===== config.mk =====
export PLATFORM = sky130hd
export DESIGN_NAME = byte_stream_diff_hunk_finder
export DESIGN_NICKNAME = d
export VERILOG_FILES = /design/src/rtl/bsdh_pkg.sv /design/src/rtl/byte_stream_diff_hunk_finder.sv
export SDC_FILE = /design/constraint.sdc
export NUM_CORES = 1
export LEC_CHECK = 0
export BUFFER_PORTS_ARGS = -buffer_cell sky130_fd_sc_hd__buf_2
export CAP_MARGIN = 20
export CORE_MARGIN = 8
export CORE_UTILIZATION = 30
export DETAILED_ROUTE_END_ITERATION = 7
export SLEW_MARGIN = 0
export SYNTH_ARGS = -nofsm -noshare
export SYNTH_HDL_FRONTEND = slang
export SYNTH_SLANG_ARGS = --single-unit

===== constraint.sdc =====
create_clock -name clk -period 7.07 [get_ports clk]
set_clock_uncertainty 0.15 [all_clocks]
set_input_delay 1.414 -clock clk [delete_from_list [all_inputs] [get_ports clk]]
set_output_delay 1.414 -clock clk [all_outputs]
set_load 0.01 [all_outputs]

===== src/rtl/bsdh_pkg.sv =====
// Shared types and constants for the byte stream diff hunk finder.
// No dependencies; imported by byte_stream_diff_hunk_finder.
package bsdh_pkg;

    localparam int OFFSET_BITS_DEF = 32;
    localparam int GAP_W           = 7;
    localparam int BYTE_W          = 8;
    localparam int OUT_W           = 32;

    localparam logic [GAP_W-1:0] MERGE_GAP_RESET = 7'd16;

    // Slave tdata: old_byte, new_byte. Master tdata: offset, length.
    localparam int IN_TDATA_W  = 2 * BYTE_W;
    localparam int IN_TUSER_W  = 2;
    localparam int OUT_TDATA_W = 2 * OUT_W;
    localparam int OUT_TUSER_W = 2;

    // Result queue depth; an input beat needs room for two records.
    localparam int QDEPTH = 4;
    localparam int QPTR_W = $clog2(QDEPTH);

    typedef enum logic [1:0] {
        OP_PAIR     = 2'd0,
        OP_OLD_ONLY = 2'd1,
        OP_NEW_ONLY = 2'd2,
        OP_END      = 2'd3
    } op_t;

    typedef enum logic [1:0] {
        KIND_HUNK    = 2'd0,
        KIND_EXPAND  = 2'd1,
        KIND_TRUNC   = 2'd2
    } kind_t;

    typedef struct packed {
        kind_t            kind;
        logic [OUT_W-1:0] offset;
        logic [OUT_W-1:0] length;
        logic             last;
    } rec_t;

endpackage


===== src/rtl/byte_stream_diff_hunk_finder.sv =====
// Byte stream diff hunk finder: compares old/new byte streams, emits hunk records.
// Depends on bsdh_pkg for types, codes and default constants.
//
// Usage:
//   Slave channel (s_*) takes one beat per item: s_tuser is the op (byte pair,
//   old-only tail byte, new-only tail byte, end of streams), s_tdata holds the
//   old and new bytes. Master channel (m_*) gives result records: m_tuser is the
//   kind, m_tdata the offset and length, m_tlast marks the final record of a beat.
//   The cfg channel writes merge_gap; write it only while no beat is in flight.
//   Flow: a beat is captured in the input register and, once the result queue
//   has room, processed into that four-entry queue, whose head drives m_*.
//   Throughput: one input beat per cycle while s_tready is high. An end mark
//   may give two records, which drain one per cycle while m_tready is high;
//   s_tready drops while the input register holds a beat and the queue has
//   less than two free entries.
//   Reset clears all stream state, empties the queue and sets merge_gap to 16.
//   When the receiver stalls, the queue fills and then the input register holds,
//   backing pressure onto s_tready; no record is lost or repeated.
module byte_stream_diff_hunk_finder #(
    parameter int OFFSET_BITS = bsdh_pkg::OFFSET_BITS_DEF
) (
    input  logic                            clk,
    input  logic                            rst_n,
    input  logic                            s_tvalid,
    output logic                            s_tready,
    input  logic [bsdh_pkg::IN_TDATA_W-1:0] s_tdata,   // old_byte, new_byte
    input  logic [bsdh_pkg::IN_TUSER_W-1:0] s_tuser,   // op
    output logic                            m_tvalid,
    input  logic                            m_tready,
    output logic [bsdh_pkg::OUT_TDATA_W-1:0] m_tdata,  // offset, length
    output logic [bsdh_pkg::OUT_TUSER_W-1:0] m_tuser,  // kind
    output logic                            m_tlast,
    input  logic                            cfg_valid,
    output logic                            cfg_ready,
    input  logic [bsdh_pkg::GAP_W-1:0]      cfg_data
);
    import bsdh_pkg::*;

    localparam int W  = OFFSET_BITS;
    localparam int MW = (W > OUT_W) ? W : OUT_W;
    localparam logic [W-1:0] OFF_MAX = {W{1'b1}};

    function automatic logic [W-1:0] sat_inc(input logic [W-1:0] v);
        sat_inc = (v == OFF_MAX) ? v : v + 1'b1;
    endfunction

    function automatic logic [OUT_W-1:0] clamp_out(input logic [W-1:0] v);
        logic [MW-1:0] wide;
        wide = MW'(v);
        clamp_out = (|(wide >> OUT_W)) ? {OUT_W{1'b1}} : wide[OUT_W-1:0];
    endfunction

    // Config register
    logic [GAP_W-1:0] merge_gap_reg;

    // Input register
    logic             in_valid_reg;
    op_t              op_reg;
    logic [BYTE_W-1:0] old_byte_reg;
    logic [BYTE_W-1:0] new_byte_reg;

    // Stream state
    logic [W-1:0]     pair_offset_reg, pair_offset_next;
    logic             hunk_open_reg, hunk_open_next;
    logic [W-1:0]     hunk_start_reg, hunk_start_next;
    logic [W-1:0]     last_diff_reg, last_diff_next;
    logic [GAP_W-1:0] equal_run_reg, equal_run_next;
    logic [W-1:0]     old_surplus_reg, old_surplus_next;
    logic [W-1:0]     new_surplus_reg, new_surplus_next;

    // Result queue
    rec_t              q_reg [QDEPTH];
    logic [QPTR_W-1:0] wr_ptr_reg, rd_ptr_reg;
    logic [QPTR_W:0]   count_reg;

    logic             advance;
    logic             pop;
    logic [1:0]       npush;
    rec_t             rec0, rec1;
    rec_t             hunk_rec, sur_rec;
    logic             has_sur;
    logic [GAP_W-1:0] gap_eff;
    logic [GAP_W-1:0] eq_inc;
    logic [W-1:0]     span;

    assign cfg_ready = 1'b1;
    assign advance   = in_valid_reg && (count_reg <= (QPTR_W+1)'(QDEPTH - 2));
    assign s_tready  = !in_valid_reg || advance;
    assign pop       = m_tvalid && m_tready;

    assign m_tvalid = (count_reg != '0);
    assign m_tdata  = {q_reg[rd_ptr_reg].length, q_reg[rd_ptr_reg].offset};
    assign m_tuser  = q_reg[rd_ptr_reg].kind;
    assign m_tlast  = q_reg[rd_ptr_reg].last;

    always_comb
    begin
        gap_eff = (merge_gap_reg == '0) ? GAP_W'(1) : merge_gap_reg;
        eq_inc  = equal_run_reg + 1'b1;
        span    = last_diff_reg - hunk_start_reg;

        hunk_rec.kind   = KIND_HUNK;
        hunk_rec.offset = clamp_out(hunk_start_reg);
        hunk_rec.length = clamp_out((span == OFF_MAX) ? OFF_MAX : span + 1'b1);
        hunk_rec.last   = 1'b1;

        has_sur        = (new_surplus_reg != old_surplus_reg);
        sur_rec.offset = clamp_out(pair_offset_reg);
        sur_rec.last   = 1'b1;
        if (new_surplus_reg > old_surplus_reg)
        begin
            sur_rec.kind   = KIND_EXPAND;
            sur_rec.length = clamp_out(new_surplus_reg - old_surplus_reg);
        end
        else
        begin
            sur_rec.kind   = KIND_TRUNC;
            sur_rec.length = clamp_out(old_surplus_reg - new_surplus_reg);
        end

        rec0  = hunk_rec;
        rec1  = sur_rec;
        npush = 2'd0;

        pair_offset_next = pair_offset_reg;
        hunk_open_next   = hunk_open_reg;
        hunk_start_next  = hunk_start_reg;
        last_diff_next   = last_diff_reg;
        equal_run_next   = equal_run_reg;
        old_surplus_next = old_surplus_reg;
        new_surplus_next = new_surplus_reg;

        case (op_reg)
            OP_PAIR:
            begin
                if (old_byte_reg != new_byte_reg)
                begin
                    if (!hunk_open_reg)
                    begin
                        hunk_open_next  = 1'b1;
                        hunk_start_next = pair_offset_reg;
                    end
                    last_diff_next = pair_offset_reg;
                    equal_run_next = '0;
                end
                else if (hunk_open_reg)
                begin
                    if (eq_inc >= gap_eff)
                    begin
                        // gap reached: close the hunk
                        npush          = 2'd1;
                        hunk_open_next = 1'b0;
                        equal_run_next = '0;
                    end
                    else
                    begin
                        equal_run_next = eq_inc;
                    end
                end
                pair_offset_next = sat_inc(pair_offset_reg);
            end
            OP_OLD_ONLY:
            begin
                old_surplus_next = sat_inc(old_surplus_reg);
            end
            OP_NEW_ONLY:
            begin
                new_surplus_next = sat_inc(new_surplus_reg);
            end
            OP_END:
            begin
                if (hunk_open_reg)
                begin
                    rec0.last = !has_sur;
                    npush     = has_sur ? 2'd2 : 2'd1;
                end
                else if (has_sur)
                begin
                    rec0  = sur_rec;
                    npush = 2'd1;
                end
                pair_offset_next = '0;
                hunk_open_next   = 1'b0;
                hunk_start_next  = '0;
                last_diff_next   = '0;
                equal_run_next   = '0;
                old_surplus_next = '0;
                new_surplus_next = '0;
            end
            default:
            begin
                npush = 2'd0;
            end
        endcase
    end

    // Control state
    always_ff @(posedge clk or negedge rst_n)
    begin
        if (!rst_n)
        begin
            merge_gap_reg   <= MERGE_GAP_RESET;
            in_valid_reg    <= 1'b0;
            pair_offset_reg <= '0;
            hunk_open_reg   <= 1'b0;
            hunk_start_reg  <= '0;
            last_diff_reg   <= '0;
            equal_run_reg   <= '0;
            old_surplus_reg <= '0;
            new_surplus_reg <= '0;
            wr_ptr_reg      <= '0;
            rd_ptr_reg      <= '0;
            count_reg       <= '0;
        end
        else
        begin
            if (cfg_valid && cfg_ready)
            begin
                merge_gap_reg <= cfg_data;
            end
            if (s_tready)
            begin
                in_valid_reg <= s_tvalid;
            end
            if (advance)
            begin
                pair_offset_reg <= pair_offset_next;
                hunk_open_reg   <= hunk_open_next;
                hunk_start_reg  <= hunk_start_next;
                last_diff_reg   <= last_diff_next;
                equal_run_reg   <= equal_run_next;
                old_surplus_reg <= old_surplus_next;
                new_surplus_reg <= new_surplus_next;
            end
            wr_ptr_reg <= wr_ptr_reg + (advance ? QPTR_W'(npush) : QPTR_W'(0));
            rd_ptr_reg <= rd_ptr_reg + QPTR_W'(pop);
            count_reg  <= count_reg + (advance ? (QPTR_W+1)'(npush) : (QPTR_W+1)'(0))
                          - (QPTR_W+1)'(pop);
        end
    end

    // Payload: input beat and queued records
    always_ff @(posedge clk)
    begin
        if (s_tvalid && s_tready)
        begin
            op_reg       <= op_t'(s_tuser);
            old_byte_reg <= s_tdata[BYTE_W-1:0];
            new_byte_reg <= s_tdata[2*BYTE_W-1:BYTE_W];
        end
        if (advance && (npush != 2'd0))
        begin
            q_reg[wr_ptr_reg] <= rec0;
        end
        if (advance && (npush == 2'd2))
        begin
            q_reg[wr_ptr_reg + 1'b1] <= rec1;
        end
    end

endmodule


==> results.json <==
{
  "r2r_end": "q_reg[3][33]$_DFFE_PP_",
  "min_path_type": "flop to flop",
  "grt_pass1_vias": 21140,
  "path_max_fanout": 45,
  "cts_tree": "built",
  "r2r_cells": 12,
  "postRouteAntennaNets": 0,
  "reg2reg_slack_ps": 1650,
  "critPathCapture": "q_reg[3][33]$_DFFE_PP_",
  "io_pins": 100,
  "wl_um": 82300,
  "min_delay_path_depth": 2,
  "synth.avg_cell_area_um2": 10.43,
  "netlist_area_um2": 28130,
  "power_density_nw_per_um2": 389.8,
  "drt_iter0_markers": 1877,
  "r2r-start": "old_surplus_reg[23]$_DFFE_PN0P_",
  "io_buffers": 98,
  "layout_common_cells": "282 x edfxtp_1, 251 x nand2_1, 189 x nor2_1",
  "cp.arrival_ps": 5600,
  "firstDrtPassIters": 5,
  "largest_reg_flops": 268,
  "netlist_instances": 2696,
  "clock_path_buffers": 3,
  "cts.clk_slew.worst_paths_ps": 70,
  "ir_drop_uv": 213.6,
  "cts_hold_buf": 0,
  "viasPerCell": 5.355,
  "initial_utilization_pct": 30.19,
  "outcome": "finished, final reports clean",
  "die_w_um": 322.2,
  "grt_max_degree": 144,
  "vias": 21460,
  "h-tree-depth": 2,
  "hold_viol": 0,
  "insertion_delay_ps": 640,
  "grt_pass1_wl_um": 127100,
  "max_freq_ghz": 0.1844,
  "die_y_um": 322.2,
  "leakagePower_nw": 12.22,
  "design.core.area_um2": 93190,
  "wire_per_inst_um": 20.54,
  "ys_types": 107,
  "hpwl_um": 58530,
  "cts.sinks": 469,
  "gp_congestion": 0.9022,
  "tightest_slew_ps": 1072,
  "endpoint_kind": "flop",
  "antenna_found_initial": 4,
  "final_common_cell": "edfxtp_1",
  "post-route-min-period_ps": 5424,
  "track_usage_pct": 15.40,
  "root_buffer": "clkbuf_16",
  "finalCritPeriodShare_pct": 76.71,
  "synthToLayoutAreaGrowth_pct": 12.46,
  "worstSetupStartpointType": "flop",
  "drive_above_1_share_pct": 14.11,
  "drc": 0,
  "cts_setup_buffers": 0,
  "die-area_um2": 103800,
  "drv_cap": 0,
  "cts_inserted_buffers": 50,
  "ys_warn_count": 0,
  "synth_fp_nets": 2846,
  "async_reset_ff_share_pct": 39.02,
  "rsz0062_at_grt": "no",
  "ys_ff_latch": 469,
  "report.final.slew_viol_count": 0,
  "fin_setup_tns_ps": 0,
  "globalRouteOverflowTotal": 0,
  "nNetsFinal": 2859,
  "required_ps": 7240,
  "fin_hold_ws_ps": 346.9,
  "yosysSeqAreaShare_pct": 46.67,
  "synthFlopType": "edfxtp_1",
  "crit_start": "old_surplus_reg[23]$_DFFE_PN0P_",
  "critPathKind": "flop to flop",
  "slew_headroom_pct": 27.89,
  "setup_viol": 0,
  "ctsResizeCount": 0,
  "row_count": 112,
  "synth-edff-count": 282
}
==> Yosys cell counts (6+ instances only) <==
cell      count  area, um^2
o21ai_1      12       60.06
buf_2        12       60.06
a31oi_1      15       93.84
a211oi_1     10       75.07
o221ai_1      6       52.55
mux2i_1      18       180.2
o31ai_1      21       157.7
buf_1        10       37.54
dfrtp_1     182        4554
nand2_1     255       957.2
nor4_1       22       137.6
a21oi_1     131       655.6
clkbuf_1    136       510.5
nand4_1      42       262.8
a21o_1       42       315.3
nor2b_1      37       231.5
inv_1       140       525.5
or2_2         8       50.05
nand3_1      70       350.3
o21ai_0     144       720.7
xnor2_1     109       954.7
o21a_1        9       67.56
nand2b_1     22       137.6
ha_1        116        1451
o211ai_1     23       172.7
nor2_1      195       732.0
mux4_2       67        1509
xor2_1       61       534.3
nand3b_1      7       52.55
a22o_1       87       762.0
a22oi_1       9       67.56
or3_1        15       93.84
o21bai_1     19       142.6
nor3_1       46       230.2
edfxtp_1    282        8468
o32ai_1       8       70.07
and2_1       14       87.58
o22ai_1     128       800.8
mux2_2       34       382.9
and3_1       14       87.58
and4_1        6       52.55
==> worst max-delay path, stage by stage (launching register included) <==
cell	delay [ps]
dfrtp_1	510
inv_1	120
ha_1	420
nand4_1	190
nor4_1	650
nand3_1	280
ha_1	350
a32o_1	170
inv_1	80
o21ai_0	460
or2_2	650
nand2_4	630
buf_4	450
==> layout make-up <==
| type | instances | area [um^2] |
|---|---|---|
| Antenna cell | 3 | 7.507 |
| Clock buffer | 69 | 1373 |
| Clock inverter | 24 | 259.0 |
| Fill cell | 9367 | 61550 |
| Inverter | 142 | 533.0 |
| Multi-Input combinational cell | 1916 | 13920 |
| Sequential cell | 469 | 13140 |
| Tap cell | 1254 | 1569 |
| Timing Repair Buffer | 130 | 837.1 |
==> worst min-delay path by stage <==
| stage | start | to | slack [ps] |
|---|---|---|---|
| 4_1_cts | q_reg[2][0]$_SDFFE_PP1P_ | q_reg[2][0]$_SDFFE_PP1P_ | 340 |
| 3_5_place_dp | q_reg[2][0]$_SDFFE_PP1P_ | q_reg[2][0]$_SDFFE_PP1P_ | 330 |
| 5_1_grt | q_reg[2][0]$_SDFFE_PP1P_ | q_reg[2][0]$_SDFFE_PP1P_ | 350 |
| 3_3_place_gp | q_reg[2][0]$_SDFFE_PP1P_ | q_reg[2][0]$_SDFFE_PP1P_ | 330 |
| 6_report | q_reg[0][0]$_SDFFE_PP1P_ | q_reg[0][0]$_SDFFE_PP1P_ | 350 |
| 2_1_floorplan | q_reg[2][0]$_SDFFE_PP1P_ | q_reg[2][0]$_SDFFE_PP1P_ | 300 |
==> report_power, final <==
part           internal [mW]  switching (mW)
clock                   1.49            1.16
combinational           2.11            4.06
sequential              3.26           0.256
total                   6.86            5.47
==> through the flow <==
step           cells  instance area (um^2)  total power [mW]  worst slack [ps]  util [%]
2_1_floorplan   2696                 28130             7.569              1673         -
3_3_place_gp    3907                 29890             9.652              1872     32.08
3_5_place_dp    3908                 29920             9.680              1708     32.11
4_1_cts         4001                 31550             12.37              1676     33.86
5_1_grt         4005                 31630             12.95              1308     33.94
6_report        4007                 31640             12.33              1646     33.95
==> per-layer routing <==
metal	track usage [%]	vias up	share of wire [%]
met3	2.331	112	6.2
li1	-	10020	-
met4	3.883	0	2.3
met5	0	-	0
met2	25.01	685	46
met1	21.49	10650	45
==> cell families (layout without fill, tap and decap cells) <==
logic type               count (synthesis)  after routing  synth area share, %
AO/OA/AOI/OAI                          722            722                17.17
XOR/XNOR                               172            172                5.489
adder cells (fa/ha/maj)                120            120                5.444
buffers and inverters                  311            365                4.417
flip-flops                             469            469                46.67
multiplexers                           119            119                7.366
other                                    1              4              0.01333
AND/OR/NAND/NOR                        782            782                13.43
(Power assumes the default switching activity.)
